## config.mk

```make
export PLATFORM = sky130hd
export DESIGN_NAME = scan_disk_scheduler_flat
export DESIGN_NICKNAME = d
export VERILOG_FILES = /design/src/sv/sds_pkg.sv /design/src/sv/sds_in_if.sv /design/src/sv/sds_out_if.sv /design/src/sv/sds_ram.sv /design/src/sv/sds_out_reg.sv /design/src/sv/sds_ctrl.sv /design/src/sv/scan_disk_scheduler.sv /design/src/flat_wrapper.sv
export SDC_FILE = /design/constraint.sdc
export NUM_CORES = 1
export LEC_CHECK = 0
export ABC_CLOCK_PERIOD_IN_PS = 5100
export BUFFER_PORTS_ARGS = -buffer_cell sky130_fd_sc_hd__buf_2
export CORE_MARGIN = 4
export CORE_UTILIZATION = 55
export DETAILED_ROUTE_END_ITERATION = 12
export PLACE_DENSITY = 0.69
export SLEW_MARGIN = 20
export SYNTH_ARGS = -nofsm -noshare
export SYNTH_HDL_FRONTEND = slang
export SYNTH_SLANG_ARGS = --single-unit
```

## constraint.sdc

```tcl
create_clock -name clk_i -period 5.1 [get_ports clk_i]
set_input_delay 1.53 -clock clk_i [delete_from_list [all_inputs] [get_ports clk_i]]
set_output_delay 1.53 -clock clk_i [all_outputs]
set_load 0.005 [all_outputs]
```

## src/sv/sds_pkg.sv

```systemverilog
// ----------------------------------------------------------------------------
// SCAN disk scheduler package
// Shared widths, codes, structs and a helper function of the scheduler.
// ----------------------------------------------------------------------------
package sds_pkg;

  localparam int unsigned MAX_REQUESTS = 32;
  localparam int unsigned CYL_W        = 12;
  localparam int unsigned AMT_W        = 13;
  localparam int unsigned IDX_W        = (MAX_REQUESTS > 1) ? $clog2(MAX_REQUESTS) : 1;
  localparam int unsigned CNT_W        = $clog2(MAX_REQUESTS + 1);
  localparam int unsigned CFG_IDX_W    = 1;
  localparam int unsigned CFG_DATA_W   = CYL_W;

  localparam logic [CYL_W-1:0] MAX_CYL_RESET = CYL_W'(199);

  typedef enum logic [CFG_IDX_W-1:0] {
    CFG_SWEEP_RIGHT = 1'b0,
    CFG_MAX_CYL     = 1'b1
  } cfg_idx_e;

  typedef enum logic {
    CMD_LOAD  = 1'b0,
    CMD_START = 1'b1
  } cmd_e;

  typedef enum logic [1:0] {
    KIND_CYL   = 2'd0,
    KIND_TOTAL = 2'd1,
    KIND_ACK   = 2'd2
  } kind_e;

  typedef enum logic [3:0] {
    ST_IDLE,
    ST_LD_CMP,
    ST_LD_PUT,
    ST_LD_ACK,
    ST_SCAN,
    ST_HEAD,
    ST_EMIT_RD,
    ST_EMIT_OUT,
    ST_TOTAL
  } state_e;

  typedef struct packed {
    kind_e              kind;
    logic [AMT_W-1:0]   amount;
    logic               overflow;
    logic               last;
  } result_t;

  typedef struct packed {
    logic               we;
    logic [IDX_W-1:0]   waddr;
    logic [CYL_W-1:0]   wdata;
    logic               re;
    logic [IDX_W-1:0]   raddr;
  } mem_req_t;

  function automatic logic [CYL_W-1:0] clamp_cyl(input logic [CYL_W-1:0] v,
                                                 input logic [CYL_W-1:0] max_cyl);
    clamp_cyl = (v > max_cyl) ? max_cyl : v;
  endfunction

endpackage

```

## src/sv/sds_in_if.sv

```systemverilog
// ----------------------------------------------------------------------------
// Scheduler input channel
// Valid/ready channel carrying one command and its cylinder.
// ----------------------------------------------------------------------------
interface sds_in_if;
  import sds_pkg::*;

  logic             valid;
  logic             ready;
  logic             command;
  logic [CYL_W-1:0] cylinder;

  modport source (output valid, output command, output cylinder, input ready);
  modport sink   (input valid, input command, input cylinder, output ready);
endinterface

```

## src/sv/sds_out_if.sv

```systemverilog
// ----------------------------------------------------------------------------
// Scheduler output channel
// Valid/ready channel carrying one scheduling result.
// ----------------------------------------------------------------------------
interface sds_out_if;
  import sds_pkg::*;

  logic             valid;
  logic             ready;
  logic [1:0]       kind;
  logic [AMT_W-1:0] amount;
  logic             overflow;
  logic             last;

  modport source (output valid, output kind, output amount, output overflow,
                  output last, input ready);
  modport sink   (input valid, input kind, input amount, input overflow,
                  input last, output ready);
endinterface

```

## src/sv/sds_ram.sv

```systemverilog
// ----------------------------------------------------------------------------
// Request store
// Single write port, single read port RAM with registered read data.
// ----------------------------------------------------------------------------
module sds_ram (
  input  logic                     clk_i,
  input  sds_pkg::mem_req_t        req_i,
  output logic [sds_pkg::CYL_W-1:0] rdata_o
);
  import sds_pkg::*;

  logic [CYL_W-1:0] mem_q [MAX_REQUESTS];
  logic [CYL_W-1:0] rdata_q;

  always_ff @(posedge clk_i) begin
    if (req_i.we) begin
      mem_q[req_i.waddr] <= req_i.wdata;
    end
    if (req_i.re) begin
      rdata_q <= mem_q[req_i.raddr];
    end
  end

  assign rdata_o = rdata_q;
endmodule

```

## src/sv/sds_out_reg.sv

```systemverilog
// ----------------------------------------------------------------------------
// Result register
// Holds one result until the sink takes it; reports when a new one fits.
// ----------------------------------------------------------------------------
module sds_out_reg (
  input  logic              clk_i,
  input  logic              rst_ni,
  input  logic              push_i,
  input  sds_pkg::result_t  res_i,
  output logic              free_o,
  sds_out_if.source         out_o
);
  import sds_pkg::*;

  logic    valid_q, valid_d;
  result_t res_q;

  assign free_o  = !valid_q || out_o.ready;
  assign valid_d = push_i || (valid_q && !out_o.ready);

  always_ff @(posedge clk_i or negedge rst_ni) begin
    if (!rst_ni) begin
      valid_q <= 1'b0;
    end else begin
      valid_q <= valid_d;
    end
  end

  always_ff @(posedge clk_i) begin
    if (push_i) begin
      res_q <= res_i;
    end
  end

  assign out_o.valid    = valid_q;
  assign out_o.kind     = res_q.kind;
  assign out_o.amount   = res_q.amount;
  assign out_o.overflow = res_q.overflow;
  assign out_o.last     = res_q.last;
endmodule

```

## src/sv/sds_ctrl.sv

```systemverilog
// ----------------------------------------------------------------------------
// Scheduler controller
// Sequencer that inserts and acknowledges loads in the sorted store, scans it
// on a start and emits the service order and the total seek distance.
// ----------------------------------------------------------------------------
module sds_ctrl (
  input  logic                          clk_i,
  input  logic                          rst_ni,
  input  logic                          cfg_we_i,
  input  logic [sds_pkg::CFG_IDX_W-1:0] cfg_idx_i,
  input  logic [sds_pkg::CFG_DATA_W-1:0] cfg_wdata_i,
  sds_in_if.sink                        in_i,
  input  logic                          out_free_i,
  output logic                          push_o,
  output sds_pkg::result_t              push_res_o,
  output sds_pkg::mem_req_t             mem_req_o,
  input  logic [sds_pkg::CYL_W-1:0]     mem_rdata_i
);
  import sds_pkg::*;

  state_e           state_q, state_d;
  logic [CNT_W-1:0] count_q, count_d;
  logic             sweep_right_q;
  logic [CYL_W-1:0] max_cyl_q;
  logic             rv_q, rv_d;

  logic [CYL_W-1:0] cyl_q, cyl_d;
  logic [CNT_W-1:0] pos_q, pos_d;
  logic             ovf_q, ovf_d;
  logic [CNT_W-1:0] iss_q, iss_d;
  logic             rfirst_q, rfirst_d;
  logic             rlast_q, rlast_d;
  logic [CNT_W-1:0] below_q, below_d;
  logic [CYL_W-1:0] lo_q, lo_d;
  logic [CYL_W-1:0] hi_q, hi_d;
  logic [CNT_W-1:0] up_q, up_d;
  logic [CNT_W-1:0] dn_q, dn_d;

  logic [CYL_W-1:0] in_clamped;
  logic [CYL_W-1:0] rd_clamped;
  logic             want_up;
  logic [AMT_W-1:0] tot_main;
  logic [AMT_W-1:0] tot_extra;

  assign in_clamped = clamp_cyl(in_i.cylinder, max_cyl_q);
  assign rd_clamped = clamp_cyl(mem_rdata_i, max_cyl_q);
  assign in_i.ready = (state_q == ST_IDLE);

  // After the first sweep runs out, the other side is taken until it is empty.
  assign want_up = sweep_right_q ? (up_q < count_q) : (dn_q == '0);

  always_comb begin
    if (sweep_right_q) begin
      tot_main  = AMT_W'(max_cyl_q) - AMT_W'(cyl_q);
      tot_extra = (below_q != '0) ? (AMT_W'(max_cyl_q) - AMT_W'(lo_q)) : '0;
    end else begin
      tot_main  = AMT_W'(cyl_q);
      tot_extra = (count_q > below_q) ? AMT_W'(hi_q) : '0;
    end
  end

  always_comb begin
    state_d    = state_q;
    count_d    = count_q;
    rv_d       = 1'b0;
    cyl_d      = cyl_q;
    pos_d      = pos_q;
    ovf_d      = ovf_q;
    iss_d      = iss_q;
    rfirst_d   = rfirst_q;
    rlast_d    = rlast_q;
    below_d    = below_q;
    lo_d       = lo_q;
    hi_d       = hi_q;
    up_d       = up_q;
    dn_d       = dn_q;
    push_o     = 1'b0;
    push_res_o = '{kind: KIND_CYL, amount: '0, overflow: 1'b0, last: 1'b0};
    mem_req_o  = '0;

    unique case (state_q)
      ST_IDLE: begin
        if (in_i.valid) begin
          cyl_d = in_clamped;
          if (in_i.command == CMD_START) begin
            below_d = '0;
            iss_d   = '0;
            state_d = (count_q == '0) ? ST_HEAD : ST_SCAN;
          end else if (count_q >= CNT_W'(MAX_REQUESTS)) begin
            ovf_d   = 1'b1;
            state_d = ST_LD_ACK;
          end else if (count_q == '0) begin
            mem_req_o.we    = 1'b1;
            mem_req_o.waddr = '0;
            mem_req_o.wdata = in_clamped;
            count_d         = CNT_W'(1);
            ovf_d           = 1'b0;
            state_d         = ST_LD_ACK;
          end else begin
            mem_req_o.re    = 1'b1;
            mem_req_o.raddr = IDX_W'(count_q - CNT_W'(1));
            pos_d           = count_q;
            ovf_d           = 1'b0;
            state_d         = ST_LD_CMP;
          end
        end
      end

      // Entry pos-1 is on the read port; shift it up or drop the new value in.
      ST_LD_CMP: begin
        mem_req_o.we    = 1'b1;
        mem_req_o.waddr = IDX_W'(pos_q);
        if (mem_rdata_i > cyl_q) begin
          mem_req_o.wdata = mem_rdata_i;
          pos_d           = pos_q - CNT_W'(1);
          if (pos_q == CNT_W'(1)) begin
            state_d = ST_LD_PUT;
          end else begin
            mem_req_o.re    = 1'b1;
            mem_req_o.raddr = IDX_W'(pos_q - CNT_W'(2));
          end
        end else begin
          mem_req_o.wdata = cyl_q;
          count_d         = count_q + CNT_W'(1);
          state_d         = ST_LD_ACK;
        end
      end

      ST_LD_PUT: begin
        mem_req_o.we    = 1'b1;
        mem_req_o.waddr = '0;
        mem_req_o.wdata = cyl_q;
        count_d         = count_q + CNT_W'(1);
        state_d         = ST_LD_ACK;
      end

      ST_LD_ACK: begin
        if (out_free_i) begin
          push_o     = 1'b1;
          push_res_o = '{kind: KIND_ACK, amount: '0, overflow: ovf_q, last: 1'b1};
          state_d    = ST_IDLE;
        end
      end

      // Reads are issued back to back; each read's data comes back in the following cycle.
      ST_SCAN: begin
        if (iss_q < count_q) begin
          mem_req_o.re    = 1'b1;
          mem_req_o.raddr = IDX_W'(iss_q);
          iss_d           = iss_q + CNT_W'(1);
          rv_d            = 1'b1;
          rfirst_d        = (iss_q == '0);
          rlast_d         = (iss_q == count_q - CNT_W'(1));
        end
        if (rv_q) begin
          if (rd_clamped < cyl_q) begin
            below_d = below_q + CNT_W'(1);
          end
          if (rfirst_q) begin
            lo_d = rd_clamped;
          end
          hi_d = rd_clamped;
          if (rlast_q) begin
            state_d = ST_HEAD;
          end
        end
      end

      ST_HEAD: begin
        up_d = below_q;
        dn_d = below_q;
        if (out_free_i) begin
          push_o     = 1'b1;
          push_res_o = '{kind: KIND_CYL, amount: AMT_W'(cyl_q), overflow: 1'b0,
                         last: 1'b0};
          state_d    = ST_EMIT_RD;
        end
      end

      ST_EMIT_RD: begin
        if (want_up && (up_q < count_q)) begin
          mem_req_o.re    = 1'b1;
          mem_req_o.raddr = IDX_W'(up_q);
          up_d            = up_q + CNT_W'(1);
          state_d         = ST_EMIT_OUT;
        end else if (!want_up && (dn_q != '0)) begin
          mem_req_o.re    = 1'b1;
          mem_req_o.raddr = IDX_W'(dn_q - CNT_W'(1));
          dn_d            = dn_q - CNT_W'(1);
          state_d         = ST_EMIT_OUT;
        end else begin
          state_d = ST_TOTAL;
        end
      end

      // The read data stays put until the next read, so a stall is harmless.
      ST_EMIT_OUT: begin
        if (out_free_i) begin
          push_o     = 1'b1;
          push_res_o = '{kind: KIND_CYL, amount: AMT_W'(rd_clamped), overflow: 1'b0,
                         last: 1'b0};
          state_d    = ST_EMIT_RD;
        end
      end

      ST_TOTAL: begin
        if (out_free_i) begin
          push_o     = 1'b1;
          push_res_o = '{kind: KIND_TOTAL, amount: tot_main + tot_extra,
                         overflow: 1'b0, last: 1'b1};
          count_d    = '0;
          state_d    = ST_IDLE;
        end
      end

      default: begin
        state_d = ST_IDLE;
      end
    endcase
  end

  always_ff @(posedge clk_i or negedge rst_ni) begin
    if (!rst_ni) begin
      state_q       <= ST_IDLE;
      count_q       <= '0;
      rv_q          <= 1'b0;
      sweep_right_q <= 1'b1;
      max_cyl_q     <= MAX_CYL_RESET;
    end else begin
      state_q <= state_d;
      count_q <= count_d;
      rv_q    <= rv_d;
      if (cfg_we_i) begin
        if (cfg_idx_i == CFG_SWEEP_RIGHT) begin
          sweep_right_q <= cfg_wdata_i[0];
        end else begin
          max_cyl_q <= cfg_wdata_i[CYL_W-1:0];
        end
      end
    end
  end

  always_ff @(posedge clk_i) begin
    cyl_q    <= cyl_d;
    pos_q    <= pos_d;
    ovf_q    <= ovf_d;
    iss_q    <= iss_d;
    rfirst_q <= rfirst_d;
    rlast_q  <= rlast_d;
    below_q  <= below_d;
    lo_q     <= lo_d;
    hi_q     <= hi_d;
    up_q     <= up_d;
    dn_q     <= dn_d;
  end
endmodule

```

## src/sv/scan_disk_scheduler.sv

```systemverilog
// ----------------------------------------------------------------------------
// SCAN disk scheduler
// Elevator scheduler: loads build a sorted request store, a start emits the
// service order from the head position and the total seek distance.
// ----------------------------------------------------------------------------
// A load transaction into a store that already holds requests reads the last
// stored entry and then moves every stored request larger than the new one up
// by one place, one entry per cycle through the request store, before the new
// one is written into the gap and acknowledged. A load into an empty store is
// written to the first entry; a load into a full store is dropped and
// acknowledged with overflow set. A start transaction is accepted and scans the
// store once (the scan is skipped when the store is empty). It emits the head
// and then each serviced request (one memory read, one result), finds the order
// exhausted and emits the total seek distance last. A result sink that holds
// back stalls the transaction. The store is empty afterwards. The store needs
// no clearing after reset. Configuration must be written only while no
// transaction is in progress, which the block leaves to the user to ensure.
module scan_disk_scheduler (
  input  logic                           clk_i,
  input  logic                           rst_ni,
  input  logic                           cfg_we_i,
  input  logic [sds_pkg::CFG_IDX_W-1:0]  cfg_idx_i,
  input  logic [sds_pkg::CFG_DATA_W-1:0] cfg_wdata_i,
  sds_in_if.sink                         in_i,
  sds_out_if.source                      out_o
);
  import sds_pkg::*;

  mem_req_t         mem_req;
  logic [CYL_W-1:0] mem_rdata;
  logic             out_free;
  logic             push;
  result_t          push_res;

  sds_ctrl u_ctrl (
    .clk_i       (clk_i),
    .rst_ni      (rst_ni),
    .cfg_we_i    (cfg_we_i),
    .cfg_idx_i   (cfg_idx_i),
    .cfg_wdata_i (cfg_wdata_i),
    .in_i        (in_i),
    .out_free_i  (out_free),
    .push_o      (push),
    .push_res_o  (push_res),
    .mem_req_o   (mem_req),
    .mem_rdata_i (mem_rdata)
  );

  sds_ram u_ram (
    .clk_i   (clk_i),
    .req_i   (mem_req),
    .rdata_o (mem_rdata)
  );

  sds_out_reg u_out_reg (
    .clk_i  (clk_i),
    .rst_ni (rst_ni),
    .push_i (push),
    .res_i  (push_res),
    .free_o (out_free),
    .out_o  (out_o)
  );
endmodule

```

## src/flat_wrapper.sv

```systemverilog
// flat-port wrapper written by rule: the top's interface ports become plain ports
module scan_disk_scheduler_flat import sds_pkg::*;
  (clk_i, rst_ni, cfg_we_i, cfg_idx_i, cfg_wdata_i, in_i_valid, in_i_command, in_i_cylinder, in_i_ready, out_o_valid, out_o_kind, out_o_amount, out_o_overflow, out_o_last, out_o_ready);
  sds_in_if in_i_i ();
  sds_out_if out_o_i ();
  input  logic clk_i;
  input  logic rst_ni;
  input  logic cfg_we_i;
  input  logic [sds_pkg::CFG_IDX_W-1:0] cfg_idx_i;
  input  logic [sds_pkg::CFG_DATA_W-1:0] cfg_wdata_i;
  input wire logic [$bits(in_i_i.valid)-1:0] in_i_valid;
  input wire logic [$bits(in_i_i.command)-1:0] in_i_command;
  input wire logic [$bits(in_i_i.cylinder)-1:0] in_i_cylinder;
  output wire logic [$bits(in_i_i.ready)-1:0] in_i_ready;
  output wire logic [$bits(out_o_i.valid)-1:0] out_o_valid;
  output wire logic [$bits(out_o_i.kind)-1:0] out_o_kind;
  output wire logic [$bits(out_o_i.amount)-1:0] out_o_amount;
  output wire logic [$bits(out_o_i.overflow)-1:0] out_o_overflow;
  output wire logic [$bits(out_o_i.last)-1:0] out_o_last;
  input wire logic [$bits(out_o_i.ready)-1:0] out_o_ready;
  assign in_i_i.valid = in_i_valid;
  assign in_i_i.command = in_i_command;
  assign in_i_i.cylinder = in_i_cylinder;
  assign in_i_ready = in_i_i.ready;
  assign out_o_valid = out_o_i.valid;
  assign out_o_kind = out_o_i.kind;
  assign out_o_amount = out_o_i.amount;
  assign out_o_overflow = out_o_i.overflow;
  assign out_o_last = out_o_i.last;
  assign out_o_i.ready = out_o_ready;
  scan_disk_scheduler u_core (.clk_i(clk_i), .rst_ni(rst_ni), .cfg_we_i(cfg_we_i), .cfg_idx_i(cfg_idx_i), .cfg_wdata_i(cfg_wdata_i), .in_i(in_i_i), .out_o(out_o_i));
endmodule
```

==> results of run 1 <==
==> report_power, final <==
group	internal (mW)	switching, mW	total, mW
logic	2.05	4.23	6.28
clock network	2.24	1.63	3.87
registers	5.62	0.336	5.96
==> stage by stage <==
stage / total power [mW] / util, % / instances
floorplan: 9.99 / - / 2092
global placement: 12.1 / 58.7 / 2715
detailed placement: 12.2 / 58.7 / 2715
CTS: 16.1 / 62.7 / 2813
global route: 17.0 / 62.7 / 2813
finish: 16.1 / 62.7 / 2813
==> registers in the layout (all words and copies together), names as in the netlist, 12 cells and up <==
register and flops:
u_core.u_ram.mem_q 384, u_core.u_out_reg.out_o.amount 13, u_core.u_ctrl.cyl_q 12, u_core.u_ctrl.hi_q 12, u_core.u_ctrl.lo_q 12, u_core.u_ctrl.max_cyl_q 12
u_core.u_ram.rdata_o 12
==> worst register-to-register path: cells and delay by family (launching register included) <==
| family | cells | cell delay, ns |
|---|---|---|
| flops | 1 | 0.58 |
| buf+inv | 1 | 0.14 |
| simple gates | 2 | 0.40 |
| mux | 1 | 0.44 |
| fa+ha+maj | 2 | 0.65 |
| compound gates | 12 | 2.29 |
==> placed cells by master, fill, tap and decap left out, types with 11 or more instances in the layout <==
cell | netlist | layout
a21oi_1 | 43 | 43
mux2i_1 | 45 | 45
a21o_1 | 26 | 26
inv_1 | 89 | 89
nor3_1 | 34 | 31
dfrtp_1 | 19 | 19
o2111ai_1 | 11 | 11
a22oi_1 | 17 | 17
nand2_1 | 391 | 391
xor2_1 | 24 | 24
edfxtp_1 | 482 | 482
nor2_2 | 0 | 13
nor2_1 | 130 | 116
nor2b_1 | 17 | 17
nand2b_1 | 26 | 26
ha_1 | 114 | 114
a32oi_1 | 26 | 26
buf_4 | 9 | 75
buf_2 | 39 | 49
clkbuf_16 | 0 | 53
o21ai_0 | 66 | 54
and3_1 | 12 | 12
mux2_2 | 23 | 23
nand4_1 | 97 | 97
nand3_1 | 98 | 98
xnor2_1 | 25 | 25
a31oi_1 | 30 | 29
==> final timing paths <==
kind | startpoint | endpoint | cells past startpoint
setup / recovery | u_core.u_ctrl.max_cyl_q[1] | u_core.u_ctrl.below_q[4] | 18
hold / removal | u_core.u_out_reg.out_o.valid | u_core.u_out_reg.out_o.valid | 2
setup reg to reg | u_core.u_ctrl.max_cyl_q[1] | u_core.u_ctrl.below_q[4] | 18
hold reg to reg | u_core.u_out_reg.out_o.valid | u_core.u_out_reg.out_o.valid | 2
max in group asynchronous | rst_ni | u_core.u_ctrl.max_cyl_q[4] | 1
min in group asynchronous | rst_ni | u_core.u_out_reg.out_o.valid | 1
==> cells by family after synthesis <==
logic type | after synthesis | share of synthesized area, %
buf+inv | 190 | 3.34
mux | 68 | 2.87
compound gates | 299 | 8.52
flops | 507 | 61.2
fa+ha+maj | 117 | 6.02
xor+xnor | 49 | 1.74
simple gates | 862 | 16.3
==> final cells by class <==
cell class                 instances  share of cell area (%)
clock buffer                      64                    4.95
clock inverter                    34                    1.35
inverter                          90                    1.21
multi-input combinational       1395                    32.1
sequential                       507                    54.3
tap                              592                    2.66
timing repair buffer             131                    3.41
==> what timing repair did <==
action                                  in CTS  in global routing
buffers inserted                             0                  0
endpoints found under the setup margin       0                  6
gates resized for setup                      0                  1
==> layer usage <==
metal	vias to the layer above	global-route usage, %
met2	688	45.7
li1	7906	-
met3	146	3.21
met1	8487	37.5
met4	0	10.4
met5	-	0
==> flow_metrics.env, run 1 <==
export IMPL_clkSinkCount=507
export IMPL_maxCapViolCount=0
export IMPL_firstDrtPassIters=7
export IMPL_cp_max_fo=7
export IMPL_crit_type="reg -> reg"
export IMPL_status="completed"
export IMPL_cts_tree="done"
export IMPL_finalCritPeriodShare_pct=94.4
export IMPL_final_nets=2325
export IMPL_synth_most_common_cell="edfxtp_1"
export IMPL_relSlewSlack_pct=29.0
export IMPL_cp_end_kind="register"
export IMPL_io_pins=50
export IMPL_clock_path_buffers=3
export IMPL_synth_commonest_cells="edfxtp_1, nand2_1, nor2_1, ha_1, nand3_1"
export IMPL_gp_congestion=0.942
export IMPL_routed_wl_mm=66.2
export IMPL_worstSkewPairLatency_ns=0.62
export IMPL_viasPerCell=6.12
export IMPL_syn_area_um2=24700
export IMPL_top_layer_used="met4"
export IMPL_clk_pin_slew_ns=0.06
export IMPL_finalHoldViolations=0
export IMPL_cts_hold_buffers_added=0
export IMPL_dpl_hpwl_mm=43.1
export IMPL_seq_area_um2=15100
export IMPL_cp_cell_sequence="inv_1, ha_1, nor2b_1, o21a_1, o21a_1, o21ai_0, a31oi_2, mux2_2, ha_1, a21o_1, a21o_1, a21o_1, a21o_1, a21o_1, a21o_1, a21oi_1, and4b_1, a211o_1"
export IMPL_crit_path_start_kind="register"
export IMPL_syn_area_per_cell_um2=11.8
export IMPL_synth_area_leaders="edfxtp_1, nand2_1, ha_1"
export IMPL_die_x_um=220
export IMPL_vdd_drop_max_mv=0.368
export IMPL_synth_top_area_share_pct=58.6
export IMPL_rrSetupSlack_ns=0.29
export IMPL_start_util_pct=55.7
export IMPL_grt_pass1_wl_mm=101
export IMPL_area_delta_synth_final_pct=12.6
export IMPL_critPathArrivalTime_ns=5.10
export IMPL_path_delay_family="compound AO/OA/AOI/OAI gates"
export IMPL_postRouteAntennaNets=0
export IMPL_m1WireLength_mm=27.3
export IMPL_die_area_um2=48300
export IMPL_ys_seq_area_share_pct=61.2
export IMPL_critPathSlowestCell="dfstp_2"
export IMPL_fp_row_count=77
export IMPL_ys_async_sr_fraction_pct=4.93
export IMPL_antenna_cells=0
export IMPL_synth_nets=2240
export IMPL_core_area_um2=44300
export IMPL_grt_start_max_net_pins=106
export IMPL_crit_top_cell="a21o_1"
export IMPL_drc=0
export IMPL_met2_length_mm=32.2
export IMPL_yosys_area_top_type="edfxtp_1"
export IMPL_final_max_slew_viol_count=0
export IMPL_path_buf_inv=1
export IMPL_cts_made_buffers=52
export IMPL_synth_edff_count=482
export IMPL_clock_fmax_mhz=208
export IMPL_drt_initial_drc_count=1806
export IMPL_fill_cells=3439
export IMPL_tns_ns=0
export IMPL_min_path_type="reg -> reg"
export IMPL_vias=17227
export IMPL_htree_levels=2
export IMPL_drive_gt1_share_pct=13.4
export IMPL_grt_pass1_vias=16758
export IMPL_clock_skew_ns=0.0240
export IMPL_yosys_warnings=0
export IMPL_grt_overflow_total=0
export IMPL_syn_inst=2092
export IMPL_finalCriticalPeriod_ns=4.81
export IMPL_pre_cts_slack_ns=0.199
export IMPL_hold_ws_ns=0.518
export IMPL_ys_ff_latch=507
export IMPL_postPlaceCellArea_um2=26000
export IMPL_grt_total_usage_pct=27.5
export IMPL_die_h_um=220
export IMPL_final_area_um2=27800
export IMPL_p_leak_nw=10.5
export IMPL_portBuffers=49
export IMPL_power_density_nw_per_um2=579
export IMPL_wl_per_cell_um=23.5
export IMPL_setup_ws_ns=0.286
export IMPL_setup_violations=0
export IMPL_antenna_found_initial=0
export IMPL_synth_cell_types=86
export IMPL_slowest_delay_ns=0.58
export IMPL_worst_slew_pin_slew_ns=1.06
export IMPL_multi_input_area_um2=8920
export IMPL_rsz0062_at_grt="no"
export IMPL_routed_wl_met3_mm=4.31
export IMPL_ys_flop_type="edfxtp_1"
export IMPL_clockRootBuffer="clkbuf_16"
export IMPL_cp_required_ns=5.38
No activity file was read; power rests on OpenSTA's default activity.
==> inputs of run 2 (changes only) <==
--- a/config.mk
+++ b/config.mk
@@ -5,12 +5,13 @@
 export SDC_FILE = /design/constraint.sdc
 export NUM_CORES = 1
 export LEC_CHECK = 0
-export ABC_CLOCK_PERIOD_IN_PS = 5100
+export ABC_CLOCK_PERIOD_IN_PS = 4700
 export BUFFER_PORTS_ARGS = -buffer_cell sky130_fd_sc_hd__buf_2
 export CORE_MARGIN = 4
-export CORE_UTILIZATION = 55
+export CORE_UTILIZATION = 45
+export CTS_BUF_LIST = sky130_fd_sc_hd__clkbuf_4 sky130_fd_sc_hd__clkbuf_8 sky130_fd_sc_hd__clkbuf_16
 export DETAILED_ROUTE_END_ITERATION = 12
-export PLACE_DENSITY = 0.69
+export PLACE_DENSITY = 0.58
 export SLEW_MARGIN = 20
 export SYNTH_ARGS = -nofsm -noshare
 export SYNTH_HDL_FRONTEND = slang
==> constraint.sdc (replaced) <==
create_clock -name clk_i -period 4.7 [get_ports clk_i]
set_input_delay 1.41 -clock clk_i [delete_from_list [all_inputs] [get_ports clk_i]]
set_output_delay 1.41 -clock clk_i [all_outputs]
set_load 0.005 [all_outputs]
==> run 2 against run 1 <==
Worst setup slack worse by 0.034 ns. Worst hold slack improved by 0.0026 ns. Clock power grew 12%. Critical path type unchanged. Critical endpoint is now u_core.u_ctrl.below_q[5]. Largest cell class unchanged. Largest power group unchanged.
==> flow_metrics.env, run 2 (synthesis gave the netlist of run 1 again) <==
export IMPL_wl_per_cell_um=23.0
export IMPL_largest_register="u_core.u_ram.mem_q"
export IMPL_cp_required_ns=4.98
export IMPL_p_int_mw=10.9
export IMPL_final_max_slew_viol_count=0
export IMPL_drt_initial_drc_count=1487
export IMPL_layout_commonest_cell="edfxtp_1"
export IMPL_cp_end_kind="register"
export IMPL_fill_cells=4707
export IMPL_vias=17077
export IMPL_finalHoldViolations=0
export IMPL_critPathSlowestCell="dfstp_2"
export IMPL_portBuffers=49
export IMPL_gp_congestion=0.901
export IMPL_final_cell_mix="edfxtp_1, nand2_1, nor2_1, ha_1, buf_4"
export IMPL_die_area_um2=58700
export IMPL_path_delay_family="compound AO/OA/AOI/OAI gates"
export IMPL_maxCapViolCount=0
export IMPL_cts_setup_buffers=0
export IMPL_dpl_hpwl_mm=44.5
export IMPL_grt_overflow_total=0
export IMPL_grt_start_max_net_pins=76
export IMPL_crit_top_cell="a21o_1"
export IMPL_fp_row_count=85
export IMPL_tns_ns=0
export IMPL_clockPowerShare_pct=24.3
export IMPL_drive_gt1_share_pct=14.6
export IMPL_setup_violations=0
export IMPL_cts_tree="done"
export IMPL_worstSkewPairLatency_ns=0.63
export IMPL_path_buf_inv=1
export IMPL_cts_made_buffers=53
export IMPL_postRouteAntennaNets=0
export IMPL_die_h_um=242
export IMPL_clock_path_buffers=3
export IMPL_clk_pin_slew_ns=0.07
export IMPL_worst_slew_pin_slew_ns=0.985
export IMPL_cts_hold_buffers_added=0
export IMPL_clock_skew_ns=0.0436
export IMPL_clkSinkCount=507
export IMPL_rsz0062_at_grt="no"
export IMPL_critPathArrivalTime_ns=4.72
export IMPL_io_pins=50
export IMPL_die_x_um=242
export IMPL_relSlewSlack_pct=33.8
export IMPL_vdd_drop_max_mv=0.375
export IMPL_power_density_nw_per_um2=631
export IMPL_cp_cell_sequence="inv_1, ha_1, nor2b_1, o21a_1, o21a_1, o21ai_0, a31oi_2, mux2_2, ha_1, a21o_1, a21o_1, a21o_1, a21o_1, a21o_1, a21o_1, a21oi_1, and4b_1, a211o_1"
export IMPL_viasPerCell=5.79
export IMPL_cp_max_fo=6
export IMPL_p_comb_share_pct=39.7
export IMPL_hold_ws_ns=0.521
export IMPL_slowest_delay_ns=0.53
export IMPL_grt_total_usage_pct=22.3
export IMPL_seqPwrFrac_pct=35.9
export IMPL_p_sw_mw=6.86
export IMPL_p_leak_nw=10.7
export IMPL_final_nets=2356
export IMPL_clock_fmax_mhz=225
export IMPL_status="completed"
export IMPL_cts_resized=0
export IMPL_finalCriticalPeriod_ns=4.45
export IMPL_grt_pass1_vias=16262
export IMPL_start_util_pct=45.7
export IMPL_htree_levels=2
export IMPL_largest_register_ff_count=384
export IMPL_routed_wl_mm=67.8
export IMPL_clockRootBuffer="clkbuf_16"
export IMPL_min_path_type="reg -> reg"
export IMPL_utilization_pct=52.2
export IMPL_crit_type="reg -> reg"
export IMPL_power_switching_fraction_pct=38.6
export IMPL_antenna_cells=0
export IMPL_firstDrtPassIters=6
export IMPL_area_delta_synth_final_pct=14.2
export IMPL_finalCritPeriodShare_pct=94.6
export IMPL_crit_path_start_kind="register"
export IMPL_core_area_um2=54000
export IMPL_antenna_found_initial=0
export IMPL_grt_pass1_wl_mm=101
export IMPL_drc=0
[run 2: cell types whose count changed in the layout (fill, tap and decap cells not counted), sizes merged]
cell      before  now
buf          131  161
clkinv        23   21
inv           90   92
clkbuf        64   66
clkinvlp       5    3
[run 2: path summary, 6_finish.rpt]
path	cells after the start	from	slack, ns	endpoint
worst min-delay path	2	u_core.u_out_reg.out_o.valid	0.52	u_core.u_out_reg.out_o.valid
min in group asynchronous	1	rst_ni	0.84	u_core.u_ctrl.max_cyl_q[3]
worst max-delay path	18	u_core.u_ctrl.max_cyl_q[1]	0.25	u_core.u_ctrl.below_q[5]
worst min register to register	2	u_core.u_out_reg.out_o.valid	0.52	u_core.u_out_reg.out_o.valid
worst max register to register	18	u_core.u_ctrl.max_cyl_q[1]	0.25	u_core.u_ctrl.below_q[5]
max in group asynchronous	1	rst_ni	3.37	u_core.u_ctrl.count_q[0]
[run 2: layer usage]
metal | part of all wire [%] | GRT usage, % | up-vias | routed length [µm]
met5 | 0 | 0 | - | 0
met4 | 2.5 | 6.01 | 0 | 1670
met3 | 5.5 | 2.97 | 86 | 3760
met2 | 47 | 36.7 | 543 | 32000
met1 | 45 | 31.5 | 8477 | 30400
li1 | - | - | 7971 | -
[run 2: worst min-delay path: cells and delay by family, from the launching register on]
family	cells	cell delay, ns
and+or+nand+nor	2	0.13
DFF	1	0.36
[run 2: through the flow]
step           total power, mW  setup slack, ns  instances  cell area [µm²]
2_1_floorplan             10.8            0.166       2092            24700
3_3_place_gp              13.4            0.268       2849            26400
3_5_place_dp              13.5            0.266       2849            26400
4_1_cts                   17.9            0.201       2947            28200
5_1_grt                   18.7           0.0395       2947            28200
6_report                  17.8            0.252       2947            28200
[run 2: area by class of cell]
type | count | area (µm²) | area share (%)
Clock buffer | 66 | 1430 | 5.07
Clock inverter | 32 | 380 | 1.35
Inverter | 90 | 338 | 1.20
Multi-Input combinational cell | 1395 | 8870 | 31.5
Sequential cell | 507 | 15100 | 53.6
Tap cell | 696 | 871 | 3.09
Timing Repair Buffer | 161 | 1200 | 4.25
[run 2: power groups by stage]
stage | registers, mW | clock network, mW | logic [mW]
3_5_place_dp | 6.48 | 0 | 7.03
5_1_grt | 6.44 | 4.62 | 7.68
3_3_place_gp | 6.47 | 0 | 6.94
2_1_floorplan | 6.40 | 0 | 4.43
4_1_cts | 6.39 | 4.42 | 7.06
6_report | 6.40 | 4.33 | 7.07
